<file path="config.mk">
export PLATFORM = sky130hd
export DESIGN_NAME = periodic_callback_timer_table
export DESIGN_NICKNAME = d
export VERILOG_FILES = /design/src/hw/rtl/ptt_pkg.sv /design/src/hw/rtl/periodic_callback_timer_table.sv /design/src/hw/rtl/ptt_cell.sv
export SDC_FILE = /design/constraint.sdc
export NUM_CORES = 1
export LEC_CHECK = 0
export ABC_AREA = 0
export BUFFER_PORTS_ARGS = -buffer_cell sky130_fd_sc_hd__buf_2
export CAP_MARGIN = 10
export CORE_ASPECT_RATIO = 0.8
export CORE_MARGIN = 1
export CORE_UTILIZATION = 30
export DETAILED_ROUTE_END_ITERATION = 6
export PLACE_DENSITY = 0.49
export SETUP_SLACK_MARGIN = 0.5
export SYNTH_ARGS = -nofsm -noshare
export SYNTH_HDL_FRONTEND = slang
export SYNTH_SLANG_ARGS = --single-unit
</file>
<file path="constraint.sdc">
create_clock -name i_clk -period 2.6 [get_ports i_clk]
set_input_delay 0.39 -clock i_clk [delete_from_list [all_inputs] [get_ports i_clk]]
set_output_delay 0.39 -clock i_clk [all_outputs]
set_load 0.01 [all_outputs]
</file>
<file path="src/hw/rtl/ptt_pkg.sv">
// ----------------------------------------------------------------------------
// ptt_pkg: shared types and constants of the periodic callback timer table
// Holds the table size, the field widths, the command codes and the token
// that walks down the row of slot cells.
// ----------------------------------------------------------------------------
package ptt_pkg;

    // table size and derived index width
    localparam int SLOT_COUNT = 4;
    localparam int SLOT_IDX_W = (SLOT_COUNT > 1) ? $clog2(SLOT_COUNT) : 1;

    // field widths of the items
    localparam int MODE_W   = 2;
    localparam int ID_W     = 16;
    localparam int PERIOD_W = 16;
    localparam int SLOT_W   = 2;
    localparam int MASK_W   = 4;

    // command codes carried in the input tuser
    typedef enum logic [MODE_W-1:0] {
        MODE_TICK     = 2'd0,
        MODE_REGISTER = 2'd1,
        MODE_CLEAR    = 2'd2
    } t_mode;

    // command and partial answer handed from cell to cell
    typedef struct packed {
        logic                valid;
        logic [MODE_W-1:0]   mode;
        logic [ID_W-1:0]     client_id;
        logic [PERIOD_W-1:0] period;
        logic                done;
        logic                ok;
        logic [SLOT_W-1:0]   slot;
        logic [MASK_W-1:0]   fired_mask;
    } t_token;

endpackage

</file>
<file path="src/hw/rtl/periodic_callback_timer_table.sv">
// ----------------------------------------------------------------------------
// periodic_callback_timer_table: table of periodic software timer slots
// Row of slot cells; each command walks the row one cell per cycle.
// ----------------------------------------------------------------------------
// Usage:
//   Input items arrive on s_axis: tuser carries the mode (tick, register,
//   clear), tdata carries client_id and period. Each item gives exactly one
//   result on m_axis with ok, slot and fired_mask in tdata.
//   A register item claims the first free slot unless an earlier slot already
//   holds the id; a clear item frees the slot holding the id; a tick item
//   counts down every occupied slot and reports the slots that fire.
//   The command enters a head register and then passes the slot cells in
//   order, one cell per cycle, before its result is registered in the
//   output register. The table handles one item at a time: s_axis_tready
//   returns high in the cycle after the result is taken, so no new item is
//   accepted while one is in the row or waits in the output register.
//   While the receiver holds m_axis_tready low the result stays in the
//   output register and no new item is accepted.
//   Reset frees all slots and clears periods and countdowns.
// ----------------------------------------------------------------------------
module periodic_callback_timer_table (
    input  logic        i_clk,
    input  logic        i_rst_n,
    input  logic        s_axis_tvalid,
    output logic        s_axis_tready,
    input  logic [31:0] s_axis_tdata,   // client_id [15:0], period [31:16]
    input  logic [1:0]  s_axis_tuser,   // mode [1:0]
    output logic        m_axis_tvalid,
    input  logic        m_axis_tready,
    output logic [7:0]  m_axis_tdata    // ok [0], slot [2:1], fired_mask [6:3], zero [7]
);

    ptt_pkg::t_token r_head;
    ptt_pkg::t_token w_tok [ptt_pkg::SLOT_COUNT+1];
    logic            r_busy;
    logic            r_out_valid;
    logic            r_out_ok;
    logic [ptt_pkg::SLOT_W-1:0] r_out_slot;
    logic [ptt_pkg::MASK_W-1:0] r_out_mask;
    logic            w_in_accept;
    logic            w_out_accept;

    assign w_in_accept  = s_axis_tvalid && s_axis_tready;
    assign w_out_accept = r_out_valid && m_axis_tready;

    // head register: item enters the row
    always_ff @(posedge i_clk) begin
        if (!i_rst_n) begin
            r_head.valid <= 1'b0;
        end else begin
            r_head.valid <= w_in_accept;
        end
        if (w_in_accept) begin
            r_head.mode       <= s_axis_tuser;
            r_head.client_id  <= s_axis_tdata[15:0];
            r_head.period     <= s_axis_tdata[31:16];
            r_head.done       <= 1'b0;
            r_head.ok         <= (s_axis_tuser == ptt_pkg::MODE_TICK);
            r_head.slot       <= '0;
            r_head.fired_mask <= '0;
        end
    end

    assign w_tok[0] = r_head;

    // row of slot cells
    for (genvar k = 0; k < ptt_pkg::SLOT_COUNT; k++) begin : g_cell
        ptt_cell u_cell (
            .i_clk   (i_clk),
            .i_rst_n (i_rst_n),
            .i_index (ptt_pkg::SLOT_IDX_W'(k)),
            .i_tok   (w_tok[k]),
            .o_tok   (w_tok[k+1])
        );
    end

    // busy from accept until the result is taken
    always_ff @(posedge i_clk) begin
        if (!i_rst_n) begin
            r_busy <= 1'b0;
        end else if (w_in_accept) begin
            r_busy <= 1'b1;
        end else if (w_out_accept) begin
            r_busy <= 1'b0;
        end
    end

    // output register
    always_ff @(posedge i_clk) begin
        if (!i_rst_n) begin
            r_out_valid <= 1'b0;
        end else if (w_tok[ptt_pkg::SLOT_COUNT].valid) begin
            r_out_valid <= 1'b1;
        end else if (w_out_accept) begin
            r_out_valid <= 1'b0;
        end
        if (w_tok[ptt_pkg::SLOT_COUNT].valid) begin
            r_out_ok   <= w_tok[ptt_pkg::SLOT_COUNT].ok;
            r_out_slot <= w_tok[ptt_pkg::SLOT_COUNT].slot;
            r_out_mask <= w_tok[ptt_pkg::SLOT_COUNT].fired_mask;
        end
    end

    assign s_axis_tready = !r_busy;
    assign m_axis_tvalid = r_out_valid;
    assign m_axis_tdata  = {1'b0, r_out_mask, r_out_slot, r_out_ok};

    // at most one item in flight anywhere in the row
    logic [ptt_pkg::SLOT_COUNT+1:0] w_live;
    always_comb begin
        for (int k = 0; k <= ptt_pkg::SLOT_COUNT; k++) begin
            w_live[k] = w_tok[k].valid;
        end
        w_live[ptt_pkg::SLOT_COUNT+1] = r_out_valid;
    end

    a_single_item: assert property (@(posedge i_clk) disable iff (!i_rst_n)
        $onehot0(w_live))
        else $error("more than one item in the slot row");

    a_live_busy: assert property (@(posedge i_clk) disable iff (!i_rst_n)
        (w_live != '0) |-> r_busy)
        else $error("item in the row while the table is not busy");

    a_accept_enters: assert property (@(posedge i_clk) disable iff (!i_rst_n)
        w_in_accept |=> r_head.valid && !r_out_valid)
        else $error("accepted item did not enter the head register");

    a_mask_tick_only: assert property (@(posedge i_clk) disable iff (!i_rst_n)
        r_out_valid && (r_out_mask != '0) |-> r_out_ok && (r_out_slot == '0))
        else $error("fired mask on a result that is not a tick");

endmodule

</file>
<file path="src/hw/rtl/ptt_cell.sv">
// ----------------------------------------------------------------------------
// ptt_cell: one timer slot of the table
// Holds client id, period and countdown of one slot, applies the token that
// arrives from the previous cell and hands the updated token to the next.
// ----------------------------------------------------------------------------
module ptt_cell (
    input  logic                           i_clk,
    input  logic                           i_rst_n,
    input  logic [ptt_pkg::SLOT_IDX_W-1:0] i_index,
    input  ptt_pkg::t_token                i_tok,
    output ptt_pkg::t_token                o_tok
);

    logic [ptt_pkg::ID_W-1:0]     r_client, n_client;
    logic [ptt_pkg::PERIOD_W-1:0] r_period, n_period;
    logic [ptt_pkg::PERIOD_W-1:0] r_count,  n_count;
    ptt_pkg::t_token              r_tok,    n_tok;

    // slot update and token rewrite
    always_comb begin
        logic occupied;
        logic hit;
        logic fire;
        occupied = (r_client != '0);
        hit      = (r_client == i_tok.client_id);
        fire     = 1'b0;
        n_client = r_client;
        n_period = r_period;
        n_count  = r_count;
        n_tok    = i_tok;
        if (i_tok.valid && !i_tok.done) begin
            case (i_tok.mode)
                ptt_pkg::MODE_TICK: begin
                    if (occupied) begin
                        if (r_count == '0) begin
                            fire    = 1'b1;
                            n_count = r_period;
                        end else begin
                            n_count = r_count - 1'b1;
                        end
                    end
                end
                ptt_pkg::MODE_REGISTER: begin
                    if (hit) begin
                        n_tok.done = 1'b1;
                        n_tok.ok   = 1'b1;
                        n_tok.slot = ptt_pkg::SLOT_W'(i_index);
                    end else if (!occupied) begin
                        n_client   = i_tok.client_id;
                        n_period   = i_tok.period;
                        n_tok.done = 1'b1;
                        n_tok.ok   = 1'b1;
                        n_tok.slot = ptt_pkg::SLOT_W'(i_index);
                    end
                end
                ptt_pkg::MODE_CLEAR: begin
                    if (hit) begin
                        n_client   = '0;
                        n_tok.done = 1'b1;
                        n_tok.ok   = 1'b1;
                        n_tok.slot = ptt_pkg::SLOT_W'(i_index);
                    end
                end
                default: begin
                end
            endcase
        end
        // only slots with an index below MASK_W show in the mask (all four here)
        for (int b = 0; b < ptt_pkg::MASK_W; b++) begin
            n_tok.fired_mask[b] = i_tok.fired_mask[b] | (fire && (int'(i_index) == b));
        end
    end

    // slot state
    always_ff @(posedge i_clk) begin
        if (!i_rst_n) begin
            r_client <= '0;
            r_period <= '0;
            r_count  <= '0;
        end else begin
            r_client <= n_client;
            r_period <= n_period;
            r_count  <= n_count;
        end
    end

    // token register toward the next cell
    always_ff @(posedge i_clk) begin
        if (!i_rst_n) begin
            r_tok.valid <= 1'b0;
        end else begin
            r_tok.valid <= n_tok.valid;
        end
        r_tok.mode       <= n_tok.mode;
        r_tok.client_id  <= n_tok.client_id;
        r_tok.period     <= n_tok.period;
        r_tok.done       <= n_tok.done;
        r_tok.ok         <= n_tok.ok;
        r_tok.slot       <= n_tok.slot;
        r_tok.fired_mask <= n_tok.fired_mask;
    end

    assign o_tok = r_tok;

endmodule
</file>
**Word level (Yosys, flattened, before mapping)**

Index checks and enable logic that the tools add are counted.
W data, S select, Z words.

- Word-level logic and storage cells: 176
- Bits in registers: 368
- Output and inout bits: 10
- Bits of input ports: 38

- Bitwise operators: 8
- Eq/ne operators: 24
- Reduce and logical (&&, ||, !) cells: 40
- Multiplexer cells: 47
- $add $sub $neg: 4

Operators with widths:

| operator | number |
|---|---|
| $mux W16 | 16 |
| $pmux W16 S2 | 4 |
| $eq A16 B16 Y1 | 4 |
| $logic_not A16 Y1 | 4 |
| $reduce_bool A16 Y1 | 4 |
| $sub A16 B1 Y16 const B | 4 |
| $mux W4 | 11 |
| $pmux W4 S2 | 3 |
| $reduce_and A5 Y1 | 4 |
| $ne A2 B2 Y1 const B | 8 |
| $reduce_and A4 Y1 | 4 |
| $mux W3 | 5 |
| $reduce_and A3 Y1 | 4 |
| $reduce_bool A2 Y1 | 6 |
| $logic_not A2 Y1 | 5 |
| $eq A2 B1 Y1 const B | 4 |
| $eq A2 B2 Y1 const B | 4 |
| $ne A2 B1 Y1 const B | 4 |
| $not A1 Y1 | 8 |
| $mux W1 | 7 |
| $pmux W3 S2 | 1 |
| $logic_and A1 B1 Y1 | 5 |
| $logic_not A1 Y1 | 4 |

**Depth between registers and ports, before layout**

Gate-level depths: netlist (run 1).

- Word-level depth: 5
- Depth in mapped cells: 9
- Mapped depth without buffers: 7

**Hierarchy**

Synthesis (run 1) repeated with hierarchy kept, for this count alone.

- Cell total of the unflattened synthesis: 1559
- Area total of the unflattened synthesis: 15758.9 µm²

Modules (own cells, without submodules):

| module | cells each | times used | seq. area each (µm²) | area each (µm²) |
|---|---|---|---|---|
| ptt_cell at g_cell[1].u_cell ... | 376 | 3 | 1821.7 | 3597.2 |
| ptt_cell at g_cell[0].u_cell | 374 | 1 | 1821.7 | 3575.9 |
| periodic_callback_timer_table | 57 | 1 | 1321.3 | 1391.3 |

**Worst setup path before layout (run 1)**

OpenSTA, ideal clock, no wires.

- Path type: input to register
- Start point: in s_axis_tvalid
- End point: reg r_head[10] in the netlist's numbering (enable)
- Setup time: 0.432 ns
- Stages: 1
- Path buffers: 0
- Arrival: 1.985 ns
- Slack: 0.182 ns
- Cells stage by stage: nor2b_1

- Word-level cells in the longest chain between the ends: 1

RTL lines:

| what | line | source |
|---|---|---|
| from (decl) | periodic_callback_timer_table.sv:24 | `input logic s_axis_tvalid,` |
| $logic_and A1 B1 Y1 | periodic_callback_timer_table.sv:43 | `assign w_in_accept = s_axis_tvalid && s_axis_tready;` |
| to (decl) | periodic_callback_timer_table.sv:33 | `ptt_pkg::t_token r_head;` |

No other way between the ends.
A chain may end at the register's enable or synchronous reset.

**Worst setup path after layout (run 1)**

- Start point: reg g_cell[0].u_cell.r_count[14] in the netlist's numbering
- End point: reg g_cell[0].u_cell.r_count[15] in the netlist's numbering

- Word-level cells in the longest chain between the ends: 2
- Elaborated cells between the ends (all ways): 3
- Those cells by class: add/sub (1); mux (1); reduce/logical (1)

RTL lines:

| what | line | source |
|---|---|---|
| from (decl) | ptt_cell.sv:16 | `logic [ptt_pkg::PERIOD_W-1:0] r_count, n_count;` |
| from (signal assigned) | ptt_cell.sv:83 | `r_count <= n_count;` |
| $sub A16 B1 Y16 / $logic_not A16 Y1 (equally long branches) | ptt_cell.sv:39, ptt_cell.sv:35 |  |
| $mux W16 (*) | ptt_cell.sv:35 | `if (r_count == '0) begin` |

Mark *: on every way between the ends. The rest lies on a longest branch, timed or not.

==> metrics.txt, run 1 <==
Worst-path clk slew=60 ps; Layout Skew=19.7 ps; startpoint types=register; largest buffer count on any clock path=3; Post-Synth Adder-Cell Area=0.0176; Power Dens Cells=685 mW/mm^2; CP endpoint kind=register; CP Max Fanout=7; busiest layer in global routing=met1; Worst EP required=3030 ps; Clock Latency Late Sink=550 ps; ys async rst share=0; Slew HR=0.534; DR vias=11100; hpwl dp=24500 um; largest area contributor in the netlist=dfxtp_1; IO buf count=46; CP arrival=2660 ps; DRC viols=0; TritonRoute pass-1 iters=5; Yosys top cell area share=0.456; Die ar.=0.0481 sq mm; setup TNS=0 ps; GR Layer Usage met3=0.0229; Initial Utilization=0.307; xor/xnor cell area share of the yosys netlist=0.0395; worst setup path start=g_cell[0].u_cell.r_count[14]$_SDFFE_PN0P_; Final Hold Fails=0; Worst VDD drop=0.000538 V; clock net sink count=365; Die H=196 um; Worst Tran Pin Value=693 ps; DR WL/cell=17.4 um; R2R setup slack=370 ps; Synth area leaders=dfxtp_1 46%, edfxtp_1 8.9%, a21oi_1 4.3%, o2bb2ai_1 3.9%, o21ai_0 3.7%; die width=245 um; CTS tree=yes; IO Count=48; Max H-tree Level=2; synthesized area=0.0142 sq mm; MaxCap Viol Count=0; kind of critical path=register to register; pre-CTS setup slack=278 ps; vias in the first global route=10700; first-pass GRT wire length=60100 um; Final GP Congestion=0.816; Hold Startpoint=s_axis_tdata[26]; register area share after synthesis=0.545; GR Layer Usage met2=0.230; global route overflow=0; Final setup viols=0; Post-synth EDFFs=42; Syn Nets=1471; core area=0.0462 sq mm; grt met1 use=0.233; setup ws final=367 ps; Routed WL=38100 um; min Tclk post-route=2230 ps; worst r2r src=g_cell[0].u_cell.r_count[14]$_SDFFE_PN0P_; First DRT Iteration DRCs=717; Final Max Tran Viols=0; mux contribution to synthesized area=0.0103; dominant synthesized flop cell=dfxtp_1; Hold WS=24.6 ps; R2R depth=7; Post-Syn Instances=1413; Worst Hold End=r_head[18]$_DFFE_PP_; largest family of logic cells by synthesized area=compound AO/OA/AOI/OAI gates; Reg-to-Reg End=g_cell[0].u_cell.r_count[15]$_SDFFE_PN0P_; FP Rows=70; status=finished clean; Min-Delay Path Depth=1; initial antenna violation count=0; vias per cell=5.06; fraction of layout cells with a size suffix above 1=0.231; n_diodes=0; root buffer cell=clkbuf_16; placed inst area=0.0154 sq mm; GRT Total Usage=0.156; Final Util=0.390; # nets final=1606; Final Cell Area=0.0180 sq mm; Area Growth Syn to Fin=26.9%; Distinct cells, synth=74; RSZ-0062 raised after global routing=true; worst min path class=input pin to register; Synth Register Bits=365; Avg Inst Size Synth=10.0 sq um; Tcrit/Tclk final=0.859; pin count of the biggest net entering global routing=111; Detail Route Antenna Nets=0; area fraction in compound gates after synthesis=0.193; leakage=6.69 nW; Peak Freq=448 MHz; simple-gate share of the synthesized area=0.157; TritonCTS Buffers=39; Yosys Warn Count=0
[synthesized netlist by cell type, types with 18 or more instances]
| cell type | count |
|---|---|
| dfxtp_1 | 323 |
| nand3_1 | 91 |
| o2bb2ai_1 | 63 |
| nor3_1 | 23 |
| nand2_1 | 113 |
| ha_1 | 20 |
| a21oi_1 | 121 |
| o21ai_0 | 106 |
| o221a_2 | 20 |
| edfxtp_1 | 42 |
| clkbuf_1 | 63 |
| nor4_1 | 31 |
| xor2_1 | 48 |
| or3_1 | 18 |
| inv_1 | 43 |
| nor2_1 | 38 |
[where the power goes]
| group | switching (W) | internal, W |
|---|---|---|
| logic | 0.000256 | 0.000204 |
| registers | 0.000137 | 0.00585 |
| clock network | 0.00239 | 0.00350 |
[worst max-delay path: stages (launching register included)]
cell,delay [ps]
dfxtp_2,320
or3_4,380
or4b_4,520
or2_4,250
buf_6,140
buf_4,130
a2bb2oi_1,120
o221a_2,260
[per-stage QoR]
step,instances,total power (W)
2_1_floorplan,1413,0.00630
3_3_place_gp,2051,0.00649
3_5_place_dp,2051,0.00649
4_1_cts,2174,0.0125
5_1_grt,2191,0.0128
6_report,2191,0.0123
[worst max-delay path by stage]
stage | slack [ps] | end
4_1_cts | 390 | g_cell[0].u_cell.r_count[10]$_SDFFE_PN0P_
2_1_floorplan | 370 | g_cell[0].u_cell.r_count[9]$_SDFFE_PN0P_
3_5_place_dp | 280 | g_cell[2].u_cell.r_count[15]$_SDFFE_PN0P_
3_3_place_gp | 320 | g_cell[2].u_cell.r_count[11]$_SDFFE_PN0P_
5_1_grt | 280 | g_cell[0].u_cell.r_count[10]$_SDFFE_PN0P_
6_report | 370 | g_cell[0].u_cell.r_count[15]$_SDFFE_PN0P_
[layer usage]
| metal | routed length [um] | part of all wire |
|---|---|---|
| met1 | 19500 | 0.51 |
| met3 | 1450 | 0.038 |
| met5 | 0 | 0 |
| met2 | 16100 | 0.42 |
| met4 | 1090 | 0.029 |
[final cells by class]
| cell class | instances | area, sq um |
|---|---|---|
| Sequential cell | 365 | 7750 |
| Inverter | 44 | 166 |
| Clock buffer | 53 | 1090 |
| Timing Repair Buffer | 174 | 1430 |
| Tap cell | 612 | 766 |
| Multi-Input combinational cell | 924 | 6510 |
| Fill cell | 4498 | 28200 |
| Clock inverter | 19 | 278 |
[state kept, by name, summed over array words and instances (netlist names)]
signal	cells
g_cell.u_cell.o_tok	128
g_cell.u_cell.r_client	64
g_cell.u_cell.r_count	64
g_cell.u_cell.r_period	64
r_head	36
r_out_mask	4
r_out_slot	2
m_axis_tvalid	1
r_busy	1
r_out_ok	1
[what timing repair did]
item                                    CTS  global route
hold buffers                             28             0
endpoints found under the hold margin    28             0
gates cloned                              6             2
buffers inserted                         17            15
endpoints found under the setup margin   74           187
pin swaps                                13            35
resized for setup                        49           120
[layout by cell type, fill, tap and decap left out, drive strengths merged, types with 48 or more instances in the layout]
cell type  netlist  routed
xor2            48      48
nand3           92      92
nand2          113     113
buf             19     145
dfxtp          323     323
inv             44      49
a21oi          121     121
o2bb2ai         63      63
o21ai          106     106
clkbuf          63      54
[kinds of logic after synthesis]
| kind of cell | count (synthesis) |
|---|---|
| compound gates | 412 |
| xor+xnor | 64 |
| buf+inv | 126 |
| fa+ha+maj | 20 |
| mux | 14 |
| other cells | 1 |
| simple gates | 411 |
| flops | 365 |
Power figures use the tool's default switching activity.
==> run 2: changes to the inputs <==
--- a/config.mk
+++ b/config.mk
@@ -6,13 +6,17 @@
 export NUM_CORES = 1
 export LEC_CHECK = 0
 export ABC_AREA = 0
+export ABC_CLOCK_PERIOD_IN_PS = 2600
 export BUFFER_PORTS_ARGS = -buffer_cell sky130_fd_sc_hd__buf_2
 export CAP_MARGIN = 10
+export CELL_PAD_IN_SITES_DETAIL_PLACEMENT = 0
+export CELL_PAD_IN_SITES_GLOBAL_PLACEMENT = 1
 export CORE_ASPECT_RATIO = 0.8
 export CORE_MARGIN = 1
 export CORE_UTILIZATION = 30
 export DETAILED_ROUTE_END_ITERATION = 6
-export PLACE_DENSITY = 0.49
+export PLACE_DENSITY = 0.58
+export REMOVE_ABC_BUFFERS = 1
 export SETUP_SLACK_MARGIN = 0.5
 export SYNTH_ARGS = -nofsm -noshare
 export SYNTH_HDL_FRONTEND = slang
==> run 2 against run 1 <==
  * Clock-buffer cell count stayed put
  * Critical endpoint is now g_cell[3].u_cell.r_count[6]$_SDFFE_PN0P_
  * Largest power group unchanged
  * Combinational power is 5.2% higher
  * Sequential share of layout area is 1.1 points lower
  * Highest routed layer unchanged
  * Cell area is 2.6% higher
==> metrics.txt, run 2 (synthesis gave the netlist of run 1 again) <==
status=finished clean; min Tclk post-route=2230 ps; DR vias=11100; slowest cell on the critical path=or4_4; Area Growth Syn to Fin=30.2%; pre-CTS setup slack=233 ps; Worst EP required=3080 ps; Tcrit/Tclk final=0.858; fraction of layout cells with a size suffix above 1=0.278; Die H=196 um; worst r2r src=g_cell[3].u_cell.r_client[14]$_SDFFE_PN0P_; vias per cell=5.03; Detail Route Antenna Nets=0; hpwl dp=25400 um; Reg-to-Reg End=g_cell[3].u_cell.r_count[6]$_SDFFE_PN0P_; Hold WS=24.1 ps; Final setup viols=0; R2R setup slack=370 ps; DRC viols=0; Worst-path clk slew=60 ps; crit-path cells=or4_4 -> or3b_4 -> o21bai_4 -> buf_6 -> buf_16 -> clkbuf_2 -> o221a_2; DR WL/cell=17.8 um; CP endpoint kind=register; CP Max Fanout=7; R2R depth=7; Worst VDD drop=0.000500 V; Layout fillers=4523; Top Family by Delay on Critical Path=simple AND/OR/NAND/NOR gates; clock net sink count=365; Routed WL=39300 um; Peak Freq=448 MHz; max reg flops=128; setup TNS=0 ps; GRT Total Usage=0.158; Final GP Congestion=0.803; leakage=6.81 nW; first-pass GRT wire length=60800 um; vias in the first global route=10600; core area=0.0462 sq mm; Max H-tree Level=2; Clock Latency Late Sink=550 ps; IO buf count=46; # nets final=1630; Slew HR=0.476; FP Rows=70; Crit. path cell count=7; kind of critical path=register to register; Worst Tran Pin Value=781 ps; global route overflow=0; leading cell type in the layout, fill and taps excluded=dfxtp_1; Die ar.=0.0481 sq mm; TritonRoute pass-1 iters=5; RSZ-0062 raised after global routing=true; initial antenna violation count=1; First DRT Iteration DRCs=634; most frequent cells in the layout=305 x dfxtp_1, 111 x nand2_1, 89 x a21oi_1, 89 x buf_4, 65 x o21ai_0; Final Hold Fails=0; Layout Skew=26.4 ps; root buffer cell=clkbuf_16; Power Dens Cells=642 mW/mm^2; MaxCap Viol Count=0; IO Count=48; worst min path class=input pin to register; Final Max Tran Viols=0; CTS tree=yes; CP arrival=2710 ps; pin count of the biggest net entering global routing=111; largest buffer count on any clock path=3; die width=245 um; Seq. cell area=0.00775 sq mm; n_diodes=0; CP endpoint=g_cell[3].u_cell.r_count[6]$_SDFFE_PN0P_; Buf/Inv on CP=3; Multi-input gate area=0.00682 sq mm; setup ws final=369 ps; startpoint types=register; worst setup path start=g_cell[3].u_cell.r_client[14]$_SDFFE_PN0P_; TritonCTS Buffers=39; Tot Pwr=0.0118 W; Worst path max stage delay=540 ps; Initial Utilization=0.307
-- run 2: cell count changes in the layout (fill, tap and decap cells not counted), moves of 4 or more --
cell and change:
nand3_1 -26, o21ai_0 -25, a21oi_1 -23, a21oi_2 +23
o21ai_1 +17, buf_4 +15, nand3_4 +14, nand3_2 +12
buf_6 +11, clkinv_2 +9, o2bb2ai_1 +7, o2bb2ai_2 -7
o21ai_2 +6, bufinv_16 -4
-- run 2: power breakdown --
group          switching (W)  total [W]  leakage, nW  internal, W
logic               0.000266   0.000484         3.13     0.000218
clock network        0.00230    0.00537        0.622      0.00308
registers           0.000141    0.00599         3.06      0.00585
-- run 2: timing repair --
item,in CTS,in global routing
gates resized for setup,77,221
pin swaps,16,68
buffers inserted,19,33
hold buffers,26,0
gates cloned,3,5
endpoints found under the setup margin,101,170
endpoints found under the hold margin,26,0
-- run 2: layout make-up --
cell class              count  share of cell area
well taps                 612              0.0415
clock inverters            17             0.00739
clock buffers              53              0.0595
multi-input cells         922               0.370
flip-flops and latches    365               0.420
repair buffers            200              0.0928
inverters                  44             0.00902
-- run 2: how the worst min path moves through the flow --
stage	slack, ps	from	cells past startpoint	to
after detailed placement	310	g_cell[1].u_cell.o_tok[1]$_SDFF_PN0_	0	g_cell[2].u_cell.o_tok[1]$_DFF_P_
final	20	s_axis_tdata[21]	1	r_head[13]$_DFFE_PP_
after global placement	310	g_cell[1].u_cell.o_tok[1]$_SDFF_PN0_	0	g_cell[2].u_cell.o_tok[1]$_DFF_P_
after global routing	2	s_axis_tdata[7]	1	r_head[31]$_DFFE_PP_
after CTS	0.6	s_axis_tdata[21]	1	r_head[13]$_DFFE_PP_
after floorplan	310	g_cell[0].u_cell.o_tok[0]$_SDFF_PN0_	0	g_cell[1].u_cell.o_tok[0]$_DFF_P_
-- run 2: metal layers --
metal	global-route usage	part of all wire	vias up
met5	0	0	-
met4	0.0461	0.020	0
met3	0.0264	0.038	55
met2	0.229	0.42	190
met1	0.239	0.52	5347
li1	-	-	5548
-- run 2: stage by stage --
step | std cells | util | cell area [sq um]
3_3_place_gp | 2057 | 0.333 | 15400
4_1_cts | 2175 | 0.376 | 17300
6_report | 2213 | 0.400 | 18500
5_1_grt | 2213 | 0.400 | 18500
3_5_place_dp | 2057 | 0.333 | 15400
2_1_floorplan | 1331 | - | 13800
==> run 3: changes to the inputs <==
==> constraint.sdc (replaced) <==
create_clock -name i_clk -period 2.6 [get_ports i_clk]
set_input_delay 0.78 -clock i_clk [delete_from_list [all_inputs] [get_ports i_clk]]
set_output_delay 0.78 -clock i_clk [all_outputs]
set_load 0.01 [all_outputs]
==> run 3 against run 2 <==
  * Sequential share of layout area grew 0.73 points
  * Critical endpoint is now g_cell[0].u_cell.r_count[10]$_SDFFE_PN0P_
  * Wire length shrank 1.2%
  * Setup slack gained 11 ps
  * Hold slack gained 300 ps
  * Clock skew shrank 9.8 ps
  * Fmax grew 0.48%
  * Die area is the same
  * Largest cell class unchanged
  * Clock power grew 13%
==> metrics.txt, run 3 (synthesis gave the netlist of run 1 again) <==
Die H=196 um; First DRT Iteration DRCs=543; hpwl dp=25400 um; Final setup viols=0; Worst Tran Pin Value=708 ps; non-filler cells in the finished layout=2172; largest buffer count on any clock path=3; Slew HR=0.527; min Tclk post-route=2220 ps; Area Growth Syn to Fin=27.8%; Worst EP required=3090 ps; startpoint types=register; worst min path class=register to register; most frequent cells in the layout=310 x dfxtp_1, 108 x nand2_1, 100 x a21oi_1, 84 x nand3_1, 74 x o21ai_0; IO buf count=46; leading cell type in the layout, fill and taps excluded=dfxtp_1; CTS tree=yes; # nets final=1586; Tcrit/Tclk final=0.854; fraction of layout cells with a size suffix above 1=0.263; Layout fillers=4511; max reg flops=128; Initial Utilization=0.307; die width=245 um; Die ar.=0.0481 sq mm; Min-Delay Path Depth=0; Worst-path clk slew=60 ps; Final Cell Area=0.0181 sq mm; core area=0.0462 sq mm; crit-path cells=or3_4 -> or4b_4 -> or2_4 -> buf_6 -> a2111oi_4 -> mux2i_1; DR vias=11100; Worst VDD drop=0.000453 V; Peak Freq=450 MHz; setup TNS=0 ps; TritonRoute pass-1 iters=5; Max H-tree Level=2; pin count of the biggest net entering global routing=111; Routed WL=38800 um; GRT Total Usage=0.157; MaxCap Viol Count=0; kind of critical path=register to register; leakage=6.70 nW; DRC viols=0; vias per cell=5.09; Final Hold Fails=0; slowest cell on the critical path=or4b_4; Layout Skew=16.6 ps; Worst path max stage delay=550 ps; Clock Latency Late Sink=560 ps; TritonCTS Buffers=40; Detail Route Antenna Nets=0; FP Rows=70; root buffer cell=clkbuf_16; CP endpoint kind=register; initial antenna violation count=1; vias in the first global route=10600; first-pass GRT wire length=60400 um; R2R depth=6; Final Max Tran Viols=0; Hold WS=327 ps; Power Dens Cells=689 mW/mm^2; hold_buf cts=0; placed cell count=2052; CP Max Fanout=5; clock net sink count=365; DR WL/cell=17.9 um; placed inst area=0.0153 sq mm; status=finished clean; n_diodes=0; Final GP Congestion=0.810; CP arrival=2710 ps; global route overflow=0; RSZ-0062 raised after global routing=true; IO Count=48
run 3: cell types whose count changed in the layout (fill, tap and decap cells not counted), sizes merged:
cell	change
clkbuf	+5
dlygate4sd3	-26
bufinv	+2
buf	-20
inv	+4
clkinvlp	+1
clkinv	-7
run 3: through the flow:
stage / total power [W] / utilization / setup slack (ps)
after floorplan: 0.00626 / - / -573
after global placement: 0.00650 / 0.333 / 240
after detailed placement: 0.00650 / 0.333 / 203
after CTS: 0.0126 / 0.371 / 381
after global routing: 0.0130 / 0.393 / 321
final: 0.0125 / 0.393 / 379
run 3: timing repair:
action,4_1_cts,5_1_grt
hold endpoints to repair,0,0
pin swaps,15,44
resized for setup,75,179
setup endpoints to repair,114,168
buffers inserted,15,20
cloned,2,9
run 3: area by class of cell:
cell class,instances,area (sq um),area share
Clock buffer,57,1230,0.0678
Clock inverter,17,203,0.0112
Inverter,44,166,0.00918
Multi-Input combinational cell,922,6720,0.371
Sequential cell,365,7750,0.427
Tap cell,612,766,0.0422
Timing Repair Buffer,155,1300,0.0717
run 3: power breakdown:
group / switching (W) / internal, W
Sequential: 0.000134 / 0.00585
Combinational: 0.000262 / 0.000193
Clock: 0.00243 / 0.00363
Total: 0.00282 / 0.00967
run 3: metal layers:
metal	vias to the layer above	GRT usage	wire length, um
met5	-	0	0
met4	0	0.0421	674
met3	58	0.0242	1410
met2	178	0.227	16600
met1	5370	0.240	20200
li1	5451	-	-
run 3: worst max-delay path, delay by kind of cell, from the launching register on:
family                 cells  cell delay, ps
AO/OA/AOI/OAI              1             300
buffers and inverters      1             140
flip-flops                 1             320
multiplexers               1             210
AND/OR/NAND/NOR            3            1200
run 3: final timing paths:
kind,from,endpoint,slack (ps)
max,g_cell[0].u_cell.r_count[12]$_SDFFE_PN0P_,g_cell[0].u_cell.r_count[10]$_SDFFE_PN0P_,380
min,g_cell[1].u_cell.o_tok[1]$_SDFF_PN0_,g_cell[2].u_cell.o_tok[1]$_DFF_P_,330
max reg2reg,g_cell[0].u_cell.r_count[12]$_SDFFE_PN0P_,g_cell[0].u_cell.r_count[10]$_SDFFE_PN0P_,380
min reg2reg,g_cell[1].u_cell.o_tok[1]$_SDFF_PN0_,g_cell[2].u_cell.o_tok[1]$_DFF_P_,330
